**config.mk**
```make
export PLATFORM = sky130hd
export DESIGN_NAME = hyperperiod_lcm_accumulator_core_flat
export DESIGN_NICKNAME = d
export VERILOG_FILES = /design/src/rtl/hlcm_pkg.sv /design/src/rtl/hlcm_if.sv /design/src/rtl/hlcm_front.sv /design/src/rtl/hlcm_div.sv /design/src/rtl/hlcm_gcd.sv /design/src/rtl/hlcm_back.sv /design/src/rtl/hyperperiod_lcm_accumulator_core.sv /design/src/flat_wrapper.sv
export SDC_FILE = /design/constraint.sdc
export NUM_CORES = 2
export LEC_CHECK = 0
export ABC_AREA = 1
export BUFFER_PORTS_ARGS = -buffer_cell sky130_fd_sc_hd__buf_2
export CAP_MARGIN = 25
export CORE_ASPECT_RATIO = 0.9
export CORE_UTILIZATION = 40
export CTS_CLUSTER_SIZE = 20
export DETAILED_ROUTE_END_ITERATION = 7
export PLACE_DENSITY = 0.58
export SKIP_CTS_REPAIR_TIMING = 1
export SKIP_LAST_GASP = 1
export SLEW_MARGIN = 30
export SYNTH_ARGS = -nofsm -noshare
export SYNTH_HDL_FRONTEND = slang
export SYNTH_SLANG_ARGS = --single-unit
export TNS_END_PERCENT = 30
```
**constraint.sdc**
```tcl
create_clock -name i_clk -period 16.49 [get_ports i_clk]
set_input_delay 0.8245 -clock i_clk [delete_from_list [all_inputs] [get_ports i_clk]]
set_output_delay 0.8245 -clock i_clk [all_outputs]
set_load 0.005 [all_outputs]
```
**src/rtl/hlcm_pkg.sv**
```systemverilog
// Package for the hyperperiod accumulator: field widths, command codes and
// back-end state encoding. No dependencies.
`default_nettype none

package hlcm_pkg;

    localparam int PERIOD_BITS_DEF = 32;
    localparam int PERIOD_W        = 32;
    localparam int HP_W            = 64;
    localparam int HALF_W          = HP_W / 2;
    localparam int CNT_W           = $clog2(HP_W + 1);
    localparam int QUEUE_DEPTH     = 2;

    typedef enum logic [1:0] {
        OP_START,
        OP_COMBINE,
        OP_HOLD
    } t_op;

    typedef enum logic [2:0] {
        S_IDLE,
        S_MOD,
        S_GCD,
        S_DIV,
        S_MUL_LO,
        S_MUL_HI,
        S_SUM,
        S_WRITE
    } t_state;

endpackage

`default_nettype wire

```
**src/rtl/hlcm_if.sv**
```systemverilog
// Stream interfaces for task periods in and hyperperiod results out.
// Depends on nothing; widths follow the fixed field widths.
`default_nettype none

interface hlcm_task_if;
    logic        valid;
    logic        ready;
    logic [31:0] period;
    logic        first;

    modport source (output valid, output period, output first, input ready);
    modport sink   (input valid, input period, input first, output ready);
endinterface

interface hlcm_result_if;
    logic        valid;
    logic        ready;
    logic [63:0] hyperperiod;
    logic        overflow;

    modport source (output valid, output hyperperiod, output overflow, input ready);
    modport sink   (input valid, input hyperperiod, input overflow, output ready);
endinterface

`default_nettype wire

```
**src/rtl/hlcm_front.sv**
```systemverilog
// Front end: accepts task beats, masks the period and classifies each beat
// into a command held in a two-entry queue. Uses hlcm_pkg and hlcm_task_if.
`default_nettype none

module hlcm_front #(
    parameter int PB = hlcm_pkg::PERIOD_BITS_DEF
) (
    input  logic             i_clk,
    input  logic             i_rst_n,
    hlcm_task_if.sink        i_task,
    output logic             o_cmd_valid,
    input  logic             i_cmd_ready,
    output hlcm_pkg::t_op    o_cmd_op,
    output logic [PB-1:0]    o_cmd_period
);
    import hlcm_pkg::*;

    localparam int CW = $clog2(QUEUE_DEPTH + 1);
    localparam int AW = $clog2(QUEUE_DEPTH);

    t_op             r_op  [QUEUE_DEPTH];
    logic [PB-1:0]   r_per [QUEUE_DEPTH];
    logic [AW-1:0]   r_wr;
    logic [AW-1:0]   r_rd;
    logic [CW-1:0]   r_cnt;

    logic            w_push;
    logic            w_pop;
    logic [PB-1:0]   w_period;
    t_op             w_op;

    assign w_period     = i_task.period[PB-1:0];
    assign i_task.ready = (r_cnt != CW'(QUEUE_DEPTH));
    assign w_push       = i_task.valid && i_task.ready;
    assign o_cmd_valid  = (r_cnt != '0);
    assign w_pop        = o_cmd_valid && i_cmd_ready;
    assign o_cmd_op     = r_op[r_rd];
    assign o_cmd_period = r_per[r_rd];

    always_comb begin
        priority if (i_task.first) begin
            w_op = OP_START;
        end else if (w_period == '0) begin
            w_op = OP_HOLD;
        end else begin
            w_op = OP_COMBINE;
        end
    end

    always_ff @(posedge i_clk) begin
        if (!i_rst_n) begin
            r_wr  <= '0;
            r_rd  <= '0;
            r_cnt <= '0;
        end else begin
            if (w_push) begin
                r_wr <= AW'((32'(r_wr) + 1) % QUEUE_DEPTH);
            end
            if (w_pop) begin
                r_rd <= AW'((32'(r_rd) + 1) % QUEUE_DEPTH);
            end
            if (w_push && !w_pop) begin
                r_cnt <= r_cnt + CW'(1);
            end else if (w_pop && !w_push) begin
                r_cnt <= r_cnt - CW'(1);
            end
        end
    end

    always_ff @(posedge i_clk) begin
        if (w_push) begin
            r_op[r_wr]  <= w_op;
            r_per[r_wr] <= w_period;
        end
    end

endmodule

`default_nettype wire

```
**src/rtl/hlcm_div.sv**
```systemverilog
// Restoring divider, one quotient bit per cycle, 64-bit dividend by a
// period-wide divisor; runs a given number of steps. Uses hlcm_pkg.
`default_nettype none

module hlcm_div #(
    parameter int PB = hlcm_pkg::PERIOD_BITS_DEF
) (
    input  logic                        i_clk,
    input  logic                        i_rst_n,
    input  logic                        i_start,
    input  logic [hlcm_pkg::HP_W-1:0]   i_dividend,
    input  logic [PB-1:0]               i_divisor,
    input  logic [hlcm_pkg::CNT_W-1:0]  i_iters,
    output logic                        o_done,
    output logic [hlcm_pkg::HP_W-1:0]   o_quot,
    output logic [PB-1:0]               o_rem
);
    import hlcm_pkg::*;

    logic [HP_W-1:0]  r_sh;
    logic [PB-1:0]    r_rem;
    logic [PB-1:0]    r_div;
    logic [CNT_W-1:0] r_cnt;
    logic             r_busy;
    logic             r_done;

    logic [PB:0]      w_trial;
    logic [PB:0]      w_diff;
    logic             w_ge;
    logic [PB-1:0]    n_rem;
    logic [HP_W-1:0]  n_sh;

    assign w_trial = {r_rem, r_sh[HP_W-1]};
    assign w_diff  = w_trial - {1'b0, r_div};
    assign w_ge    = (w_trial >= {1'b0, r_div});
    assign n_rem   = w_ge ? w_diff[PB-1:0] : w_trial[PB-1:0];
    assign n_sh    = {r_sh[HP_W-2:0], w_ge};

    assign o_done = r_done;
    assign o_quot = r_sh;
    assign o_rem  = r_rem;

    always_ff @(posedge i_clk) begin
        if (!i_rst_n) begin
            r_busy <= 1'b0;
            r_done <= 1'b0;
            r_cnt  <= '0;
        end else begin
            r_done <= 1'b0;
            if (i_start) begin
                r_busy <= 1'b1;
                r_cnt  <= i_iters;
            end else if (r_busy) begin
                r_cnt <= r_cnt - CNT_W'(1);
                if (r_cnt == CNT_W'(1)) begin
                    r_busy <= 1'b0;
                    r_done <= 1'b1;
                end
            end
        end
    end

    always_ff @(posedge i_clk) begin
        if (i_start) begin
            r_sh  <= i_dividend;
            r_rem <= '0;
            r_div <= i_divisor;
        end else if (r_busy) begin
            r_sh  <= n_sh;
            r_rem <= n_rem;
        end
    end

endmodule

`default_nettype wire

```
**src/rtl/hlcm_gcd.sv**
```systemverilog
// Binary gcd of two nonzero period-wide values, one step per cycle.
// Uses hlcm_pkg for the default period width.
`default_nettype none

module hlcm_gcd #(
    parameter int PB = hlcm_pkg::PERIOD_BITS_DEF
) (
    input  logic          i_clk,
    input  logic          i_rst_n,
    input  logic          i_start,
    input  logic [PB-1:0] i_a,
    input  logic [PB-1:0] i_b,
    output logic          o_done,
    output logic [PB-1:0] o_gcd
);
    localparam int KW = $clog2(PB);

    logic [PB-1:0] r_a;
    logic [PB-1:0] r_b;
    logic [KW-1:0] r_k;
    logic          r_busy;
    logic          r_done;

    logic [PB-1:0] n_a;
    logic [PB-1:0] n_b;
    logic [KW-1:0] n_k;
    logic          w_eq;

    assign w_eq   = (r_a == r_b);
    assign o_done = r_done;
    assign o_gcd  = r_a << r_k;

    always_comb begin
        n_a = r_a;
        n_b = r_b;
        n_k = r_k;
        priority if (w_eq) begin
            n_a = r_a;
        end else if (!r_a[0] && !r_b[0]) begin
            n_a = r_a >> 1;
            n_b = r_b >> 1;
            n_k = r_k + KW'(1);
        end else if (!r_a[0]) begin
            n_a = r_a >> 1;
        end else if (!r_b[0]) begin
            n_b = r_b >> 1;
        end else if (r_a > r_b) begin
            n_a = (r_a - r_b) >> 1;
        end else begin
            n_b = (r_b - r_a) >> 1;
        end
    end

    always_ff @(posedge i_clk) begin
        if (!i_rst_n) begin
            r_busy <= 1'b0;
            r_done <= 1'b0;
        end else begin
            r_done <= 1'b0;
            if (i_start) begin
                r_busy <= 1'b1;
            end else if (r_busy && w_eq) begin
                r_busy <= 1'b0;
                r_done <= 1'b1;
            end
        end
    end

    always_ff @(posedge i_clk) begin
        if (i_start) begin
            r_a <= i_a;
            r_b <= i_b;
            r_k <= '0;
        end else if (r_busy) begin
            r_a <= n_a;
            r_b <= n_b;
            r_k <= n_k;
        end
    end

endmodule

`default_nettype wire

```
**src/rtl/hlcm_back.sv**
```systemverilog
// Back end: holds the running multiple, sequences remainder, gcd, division
// and a split multiply, and drives the result register.
// Uses hlcm_pkg, hlcm_result_if, hlcm_div and hlcm_gcd.
`default_nettype none

module hlcm_back #(
    parameter int PB = hlcm_pkg::PERIOD_BITS_DEF
) (
    input  logic             i_clk,
    input  logic             i_rst_n,
    input  logic             i_cmd_valid,
    output logic             o_cmd_ready,
    input  hlcm_pkg::t_op    i_cmd_op,
    input  logic [PB-1:0]    i_cmd_period,
    hlcm_result_if.source    o_result,
    output logic             o_busy
);
    import hlcm_pkg::*;

    localparam int PROD_W = HALF_W + PB;

    t_state             r_state;
    t_state             n_state;
    logic [HP_W-1:0]    r_m;
    logic [HP_W-1:0]    n_m;
    logic               r_ov;
    logic               n_ov;
    logic [PB-1:0]      r_p;
    logic [PB-1:0]      r_d;
    logic [PROD_W-1:0]  r_plo;
    logic [PROD_W-1:0]  r_phi;
    logic               r_out_valid;
    logic [HP_W-1:0]    r_out_hp;
    logic               r_out_ov;

    logic               w_take;
    logic               w_slot;
    logic               w_div_start;
    logic [HP_W-1:0]    w_div_dividend;
    logic [PB-1:0]      w_div_divisor;
    logic [CNT_W-1:0]   w_div_iters;
    logic               w_div_done;
    logic [HP_W-1:0]    w_div_quot;
    logic [PB-1:0]      w_div_rem;
    logic               w_gcd_start;
    logic               w_gcd_done;
    logic [PB-1:0]      w_gcd;
    logic [HALF_W-1:0]  w_mul_a;
    logic [PROD_W-1:0]  w_prod;
    logic [HALF_W:0]    w_mid;
    logic               w_mul_ovf;
    logic               w_needs_div;

    hlcm_div #(.PB(PB)) u_div (
        .i_clk      (i_clk),
        .i_rst_n    (i_rst_n),
        .i_start    (w_div_start),
        .i_dividend (w_div_dividend),
        .i_divisor  (w_div_divisor),
        .i_iters    (w_div_iters),
        .o_done     (w_div_done),
        .o_quot     (w_div_quot),
        .o_rem      (w_div_rem)
    );

    hlcm_gcd #(.PB(PB)) u_gcd (
        .i_clk   (i_clk),
        .i_rst_n (i_rst_n),
        .i_start (w_gcd_start),
        .i_a     (r_p),
        .i_b     (w_div_rem),
        .o_done  (w_gcd_done),
        .o_gcd   (w_gcd)
    );

    assign w_take      = i_cmd_valid && (r_state == S_IDLE);
    assign w_slot      = !r_out_valid || o_result.ready;
    assign w_needs_div = (i_cmd_op == OP_COMBINE) && !r_ov && (r_m != '0);

    assign w_mul_a = (r_state == S_MUL_LO) ? r_m[HALF_W-1:0] : r_m[HP_W-1:HALF_W];
    assign w_prod  = PROD_W'(w_mul_a) * PROD_W'(r_d);
    assign w_mid   = {1'b0, r_phi[HALF_W-1:0]} + (HALF_W + 1)'(r_plo[PROD_W-1:HALF_W]);
    assign w_mul_ovf = (r_phi[PROD_W-1:HALF_W] != '0) || w_mid[HALF_W];

    assign o_cmd_ready          = (r_state == S_IDLE);
    assign o_busy               = (r_state != S_IDLE);
    assign o_result.valid       = r_out_valid;
    assign o_result.hyperperiod = r_out_hp;
    assign o_result.overflow    = r_out_ov;

    always_comb begin
        n_state = r_state;
        unique case (r_state)
            S_IDLE: begin
                if (i_cmd_valid) begin
                    n_state = w_needs_div ? S_MOD : S_WRITE;
                end
            end
            S_MOD: begin
                if (w_div_done) begin
                    n_state = (w_div_rem == '0) ? S_WRITE : S_GCD;
                end
            end
            S_GCD: begin
                if (w_gcd_done) begin
                    n_state = S_DIV;
                end
            end
            S_DIV: begin
                if (w_div_done) begin
                    n_state = S_MUL_LO;
                end
            end
            S_MUL_LO: n_state = S_MUL_HI;
            S_MUL_HI: n_state = S_SUM;
            S_SUM:    n_state = S_WRITE;
            S_WRITE: begin
                if (w_slot) begin
                    n_state = S_IDLE;
                end
            end
            default:  n_state = S_IDLE;
        endcase
    end

    always_comb begin
        n_m            = r_m;
        n_ov           = r_ov;
        w_div_start    = 1'b0;
        w_div_dividend = r_m;
        w_div_divisor  = i_cmd_period;
        w_div_iters    = CNT_W'(HP_W);
        w_gcd_start    = 1'b0;
        unique case (r_state)
            S_IDLE: begin
                if (w_take) begin
                    unique case (i_cmd_op)
                        OP_START: begin
                            n_m  = HP_W'(i_cmd_period);
                            n_ov = 1'b0;
                        end
                        OP_COMBINE: begin
                            if (!r_ov && (r_m == '0)) begin
                                n_m = HP_W'(i_cmd_period);
                            end
                            w_div_start = w_needs_div;
                        end
                        OP_HOLD: n_m = r_m;
                        default: n_m = r_m;
                    endcase
                end
            end
            S_MOD: begin
                w_gcd_start = w_div_done && (w_div_rem != '0);
            end
            S_GCD: begin
                w_div_start    = w_gcd_done;
                w_div_dividend = {r_p, {(HP_W - PB){1'b0}}};
                w_div_divisor  = w_gcd;
                w_div_iters    = CNT_W'(PB);
            end
            S_SUM: begin
                if (w_mul_ovf) begin
                    n_m  = '1;
                    n_ov = 1'b1;
                end else begin
                    n_m = {w_mid[HALF_W-1:0], r_plo[HALF_W-1:0]};
                end
            end
            S_DIV, S_MUL_LO, S_MUL_HI, S_WRITE: begin
                n_m = r_m;
            end
            default: n_m = r_m;
        endcase
    end

    always_ff @(posedge i_clk) begin
        if (!i_rst_n) begin
            r_state     <= S_IDLE;
            r_m         <= '0;
            r_ov        <= 1'b0;
            r_out_valid <= 1'b0;
        end else begin
            r_state <= n_state;
            r_m     <= n_m;
            r_ov    <= n_ov;
            if ((r_state == S_WRITE) && w_slot) begin
                r_out_valid <= 1'b1;
            end else if (o_result.ready) begin
                r_out_valid <= 1'b0;
            end
        end
    end

    always_ff @(posedge i_clk) begin
        if (w_take) begin
            r_p <= i_cmd_period;
        end
        if ((r_state == S_DIV) && w_div_done) begin
            r_d <= w_div_quot[PB-1:0];
        end
        if (r_state == S_MUL_LO) begin
            r_plo <= w_prod;
        end
        if (r_state == S_MUL_HI) begin
            r_phi <= w_prod;
        end
        if ((r_state == S_WRITE) && w_slot) begin
            r_out_hp <= r_m;
            r_out_ov <= r_ov;
        end
    end

endmodule

`default_nettype wire

```
**src/rtl/hyperperiod_lcm_accumulator_core.sv**
```systemverilog
// Hyperperiod accumulator top level: front classifier, command queue and
// back-end lcm sequencer. Uses hlcm_pkg, hlcm_if, hlcm_front and hlcm_back.
//
// Usage: task periods enter on i_task (period, first); each beat yields one
// beat on o_result with the least common multiple of the periods of the
// current set and a sticky overflow flag (value all ones on overflow).
// first = 1 starts a new set with that period; a zero period with first = 0
// reports the state unchanged; an empty set reports 0.
// Sequence: a set start, a held beat, the first period of a set or any beat
// after overflow goes straight to the result; a period that divides the
// multiple needs only the remainder steps. Other combining beats take
// 64 remainder steps, up to 2*PERIOD_BITS+1 binary gcd steps, PERIOD_BITS
// division steps, then a low and a high partial product and a sum; the
// one-bit-per-cycle divider is shared by the remainder and the division.
// One item is worked on at a time.
// Two beats queue in front of the back end, and the result register holds
// one finished beat, so input is taken while a result waits.
// A stalled receiver holds the result; the back end then waits for the slot.
// Reset (synchronous, active low) empties the queue, clears the running
// multiple and overflow flag, and drops any pending result.
`default_nettype none

module hyperperiod_lcm_accumulator_core #(
    parameter int PERIOD_BITS = hlcm_pkg::PERIOD_BITS_DEF
) (
    input  logic          i_clk,
    input  logic          i_rst_n,
    hlcm_task_if.sink     i_task,
    hlcm_result_if.source o_result
);
    import hlcm_pkg::*;

    logic                   w_cmd_valid;
    logic                   w_cmd_ready;
    t_op                    w_cmd_op;
    logic [PERIOD_BITS-1:0] w_cmd_period;
    logic                   w_back_busy;

    hlcm_front #(.PB(PERIOD_BITS)) u_front (
        .i_clk        (i_clk),
        .i_rst_n      (i_rst_n),
        .i_task       (i_task),
        .o_cmd_valid  (w_cmd_valid),
        .i_cmd_ready  (w_cmd_ready),
        .o_cmd_op     (w_cmd_op),
        .o_cmd_period (w_cmd_period)
    );

    hlcm_back #(.PB(PERIOD_BITS)) u_back (
        .i_clk        (i_clk),
        .i_rst_n      (i_rst_n),
        .i_cmd_valid  (w_cmd_valid),
        .o_cmd_ready  (w_cmd_ready),
        .i_cmd_op     (w_cmd_op),
        .i_cmd_period (w_cmd_period),
        .o_result     (o_result),
        .o_busy       (w_back_busy)
    );

`ifndef NO_ASSERTIONS
    a_ovf_saturates: assert property (@(posedge i_clk) disable iff (!i_rst_n)
        o_result.valid && o_result.overflow |-> (o_result.hyperperiod == '1))
        else $error("overflow result not saturated");

    a_result_from_back: assert property (@(posedge i_clk) disable iff (!i_rst_n)
        $rose(o_result.valid) |-> $past(w_back_busy))
        else $error("result appeared without back-end work");

    a_pop_starts_work: assert property (@(posedge i_clk) disable iff (!i_rst_n)
        w_cmd_valid && w_cmd_ready |=> w_back_busy)
        else $error("command popped but back end stayed idle");
`endif

endmodule

`default_nettype wire
```
**src/flat_wrapper.sv**
```systemverilog
// flat-port wrapper written by rule: the top's interface ports become plain ports
module hyperperiod_lcm_accumulator_core_flat import hlcm_pkg::*;
#(
    parameter int PERIOD_BITS = hlcm_pkg::PERIOD_BITS_DEF
)
  (i_clk, i_rst_n, i_task_valid, i_task_period, i_task_first, i_task_ready, o_result_valid, o_result_hyperperiod, o_result_overflow, o_result_ready);
  hlcm_task_if i_task_i ();
  hlcm_result_if o_result_i ();
  input  logic i_clk;
  input  logic i_rst_n;
  input wire logic [$bits(i_task_i.valid)-1:0] i_task_valid;
  input wire logic [$bits(i_task_i.period)-1:0] i_task_period;
  input wire logic [$bits(i_task_i.first)-1:0] i_task_first;
  output wire logic [$bits(i_task_i.ready)-1:0] i_task_ready;
  output wire logic [$bits(o_result_i.valid)-1:0] o_result_valid;
  output wire logic [$bits(o_result_i.hyperperiod)-1:0] o_result_hyperperiod;
  output wire logic [$bits(o_result_i.overflow)-1:0] o_result_overflow;
  input wire logic [$bits(o_result_i.ready)-1:0] o_result_ready;
  assign i_task_i.valid = i_task_valid;
  assign i_task_i.period = i_task_period;
  assign i_task_i.first = i_task_first;
  assign i_task_ready = i_task_i.ready;
  assign o_result_valid = o_result_i.valid;
  assign o_result_hyperperiod = o_result_i.hyperperiod;
  assign o_result_overflow = o_result_i.overflow;
  assign o_result_i.ready = o_result_ready;
  hyperperiod_lcm_accumulator_core #(.PERIOD_BITS(PERIOD_BITS)) u_core (.i_clk(i_clk), .i_rst_n(i_rst_n), .i_task(i_task_i), .o_result(o_result_i));
endmodule
```
==> results.ini <==
[floorplan]
die_x_um=437.3
die_area_mm2=0.1722
core_mm2=0.1691
die_height_um=393.7
initial_utilization_pct=40.34
ios=104
rows=143

[grt]
antenna_found_initial=7
grt_pass1_vias=57664
overflow=0
grt_pass1_wl_mm=387.8
grtUsageTotal_pct=30.57
grt_max_degree=67

[clocking]
cts_max_level=2
cts.reportedPaths.clkPinSlew_ns=0.07
clk_latency_ns=0.66
clock_sinks=607
cts_tree=done
numCtsBuffers=58
clockRootBuffer=clkbuf_16
cts_buffer_depth=3

[finish]
seq_area_mm2=0.01701
multi_input_area_mm2=0.04343
fin_nets=9831
nFillCells=17093
drive_above_1_share_pct=4.739
syn_to_final_growth_pct=7.185

[synth]
synth-seq-cells=607
syn_area_mm2=0.06821
synth_ff_type=edfxtp_1
synthCells=8554
synth_nets=9888
ys_seq_area_share_pct=24.93
yosysWarnings=0
syn_area_per_cell_um2=7.974
synth_cell_types=52
ys_async_sr_fraction_pct=0
synth_edf_count=485

[sta]
maxSlewHeadroom_pct=27.25
skew_ns=0.04389
max_freq_ghz=0.09535
rsz0062_at_grt=false
setup_viol=0
fin_crit_ns=10.49
hold_viol=0
tns_ns=0
slew_violations=0
worstMarginPinSlew_ns=1.091
period_share_pct=63.60

[setup_path]
reg2reg_from=u_core.u_back.r_state[2]
critPathMostFrequentCell=fa_1
critPathKind=reg2reg
critical_path.max_stage_delay_ns=0.75
crit_start=u_core.u_back.r_state[2]
path_max_fanout=65
cpMaxStageDelayCell=clkinv_1
crit_arrival_ns=10.92
required_ns=16.93
worstSetupStartpointType=register
critical_path.endpoint_type=register

[drt]
drc=0
vias_per_cell=5.393
drt_first_pass_iters=8
vias=58247
drt_iter0_markers=6196
wire_per_inst_um=24.48
ant_nets=0
wl_mm=264.3

[worst_hold_path]
worst_hold_path_type=in2reg
hold_path.startpoint=i_task_period[6]

[outcome]
outcome=finished clean

[placement]
io_buffers=103
place_congestion=1.008
hpwlAfterDp_mm=211.8

[run]
drv_cap=0

## stage by stage
step	std cells	worst slack, ns	hold slack [ns]	area [µm²]	util (%)
after floorplan	8554	6.296	0.4082	68210	-
after global placement	10681	6.058	0.4353	71030	42.01
after CTS	10791	6.126	0.3480	73050	43.20
final	10800	6.003	0.3801	73110	43.24
after detailed placement	10682	6.147	0.4326	71070	42.03
after global routing	10793	5.724	0.3750	73090	43.23
## state kept, by name, indices dropped and copies added, names as in the netlist, 64 cells and up, named ones only
signal / count
u_core.u_back.o_result.hyperperiod: 64
u_core.u_back.r_m: 64
u_core.u_back.r_phi: 64
u_core.u_back.r_plo: 64
u_core.u_back.u_div.o_quot: 64
u_core.u_front.r_per: 64
## worst max-delay path: cells and delay by family (launching register included)
family | cells | cell delay (ns)
AOI/OAI and AO/OA | 3 | 0.93
xor gates and xnor gates | 1 | 0.33
adders and majority gates | 9 | 4.62
buffers and inverters | 10 | 2.68
DFF | 1 | 0.46
and+or+nand+nor | 7 | 1.17
## cells in the mapped netlist (10+ instances only)
library cell | n | area share, %
buf_2 | 80 | 0.59
fa_1 | 900 | 26
nor4_1 | 20 | 0.18
nor3_1 | 31 | 0.23
nand2_1 | 2080 | 11
xnor2_1 | 23 | 0.30
or2_2 | 13 | 0.12
ha_1 | 397 | 7.3
a21oi_1 | 309 | 2.3
inv_1 | 1706 | 9.4
edfxtp_1 | 485 | 21
mux2i_1 | 12 | 0.18
o211ai_1 | 58 | 0.64
clkbuf_1 | 215 | 1.2
o21ai_1 | 32 | 0.23
o21ai_0 | 290 | 2.1
o21ai_2 | 13 | 0.17
o21bai_1 | 30 | 0.33
nor2_1 | 1019 | 5.6
xor2_1 | 83 | 1.1
o21a_1 | 11 | 0.12
nand4_1 | 76 | 0.70
and2_1 | 10 | 0.092
nand3b_1 | 50 | 0.55
inv_2 | 24 | 0.13
nand3_1 | 341 | 2.5
a22oi_1 | 11 | 0.12
buf_1 | 11 | 0.061
clkinv_1 | 24 | 0.13
dfxtp_1 | 122 | 3.6
## final cells by class
class	instances	area share [%]
diodes	7	0.02396
clock buffers	74	2.194
clock inverters	35	0.5151
inverters	1754	9.006
multi-input cells	5878	59.41
flip-flops and latches	607	23.27
well taps	2247	3.846
repair buffers	198	1.741
## final timing paths
check                               end  slack, ns  cells after the start
max             u_core.u_back.r_plo[38]       6.00                     30
min          u_core.u_front.r_per[0][6]       0.38                      1
max reg2reg     u_core.u_back.r_plo[38]       6.00                     30
min reg2reg       u_core.u_back.r_d[16]       0.44                      0
## cell families after synthesis
group,synth area share (%)
muxes,0.1761
AOI/OAI and AO/OA,6.512
buffers and inverters,11.58
and+or+nand+nor,21.73
adders and majority gates,33.70
xor gates and xnor gates,1.361
DFF,24.93
## layer usage
metal	up-vias	global-route usage, %	part of all wire, %
li1	26071	-	-
met1	28742	42.25	41
met2	2883	46.62	44
met3	551	5.287	9.4
met4	0	14.15	5.6
met5	-	0	0
## layout by cell type, fill, tap and decap left out, drive strengths merged, types with 20 or more instances in the layout
cell type	synthesis	layout
o211ai	58	58
o21ai	335	335
xor2	83	83
nand4	76	76
nand2	2088	2088
nor4	20	20
fa	900	900
nand3b	50	50
o21bai	30	30
nor2	1029	1029
xnor2	23	23
nor3	31	31
inv	1730	1730
clkbuf	221	74
nand3	346	346
dfxtp	122	122
buf	94	198
a21oi	310	310
edfxtp	485	485
clkinv	24	50
ha	397	397
Power is left out: the tool's default activity adds up to more than one toggle a clock period on the data nets, which glitch-free logic cannot reach.
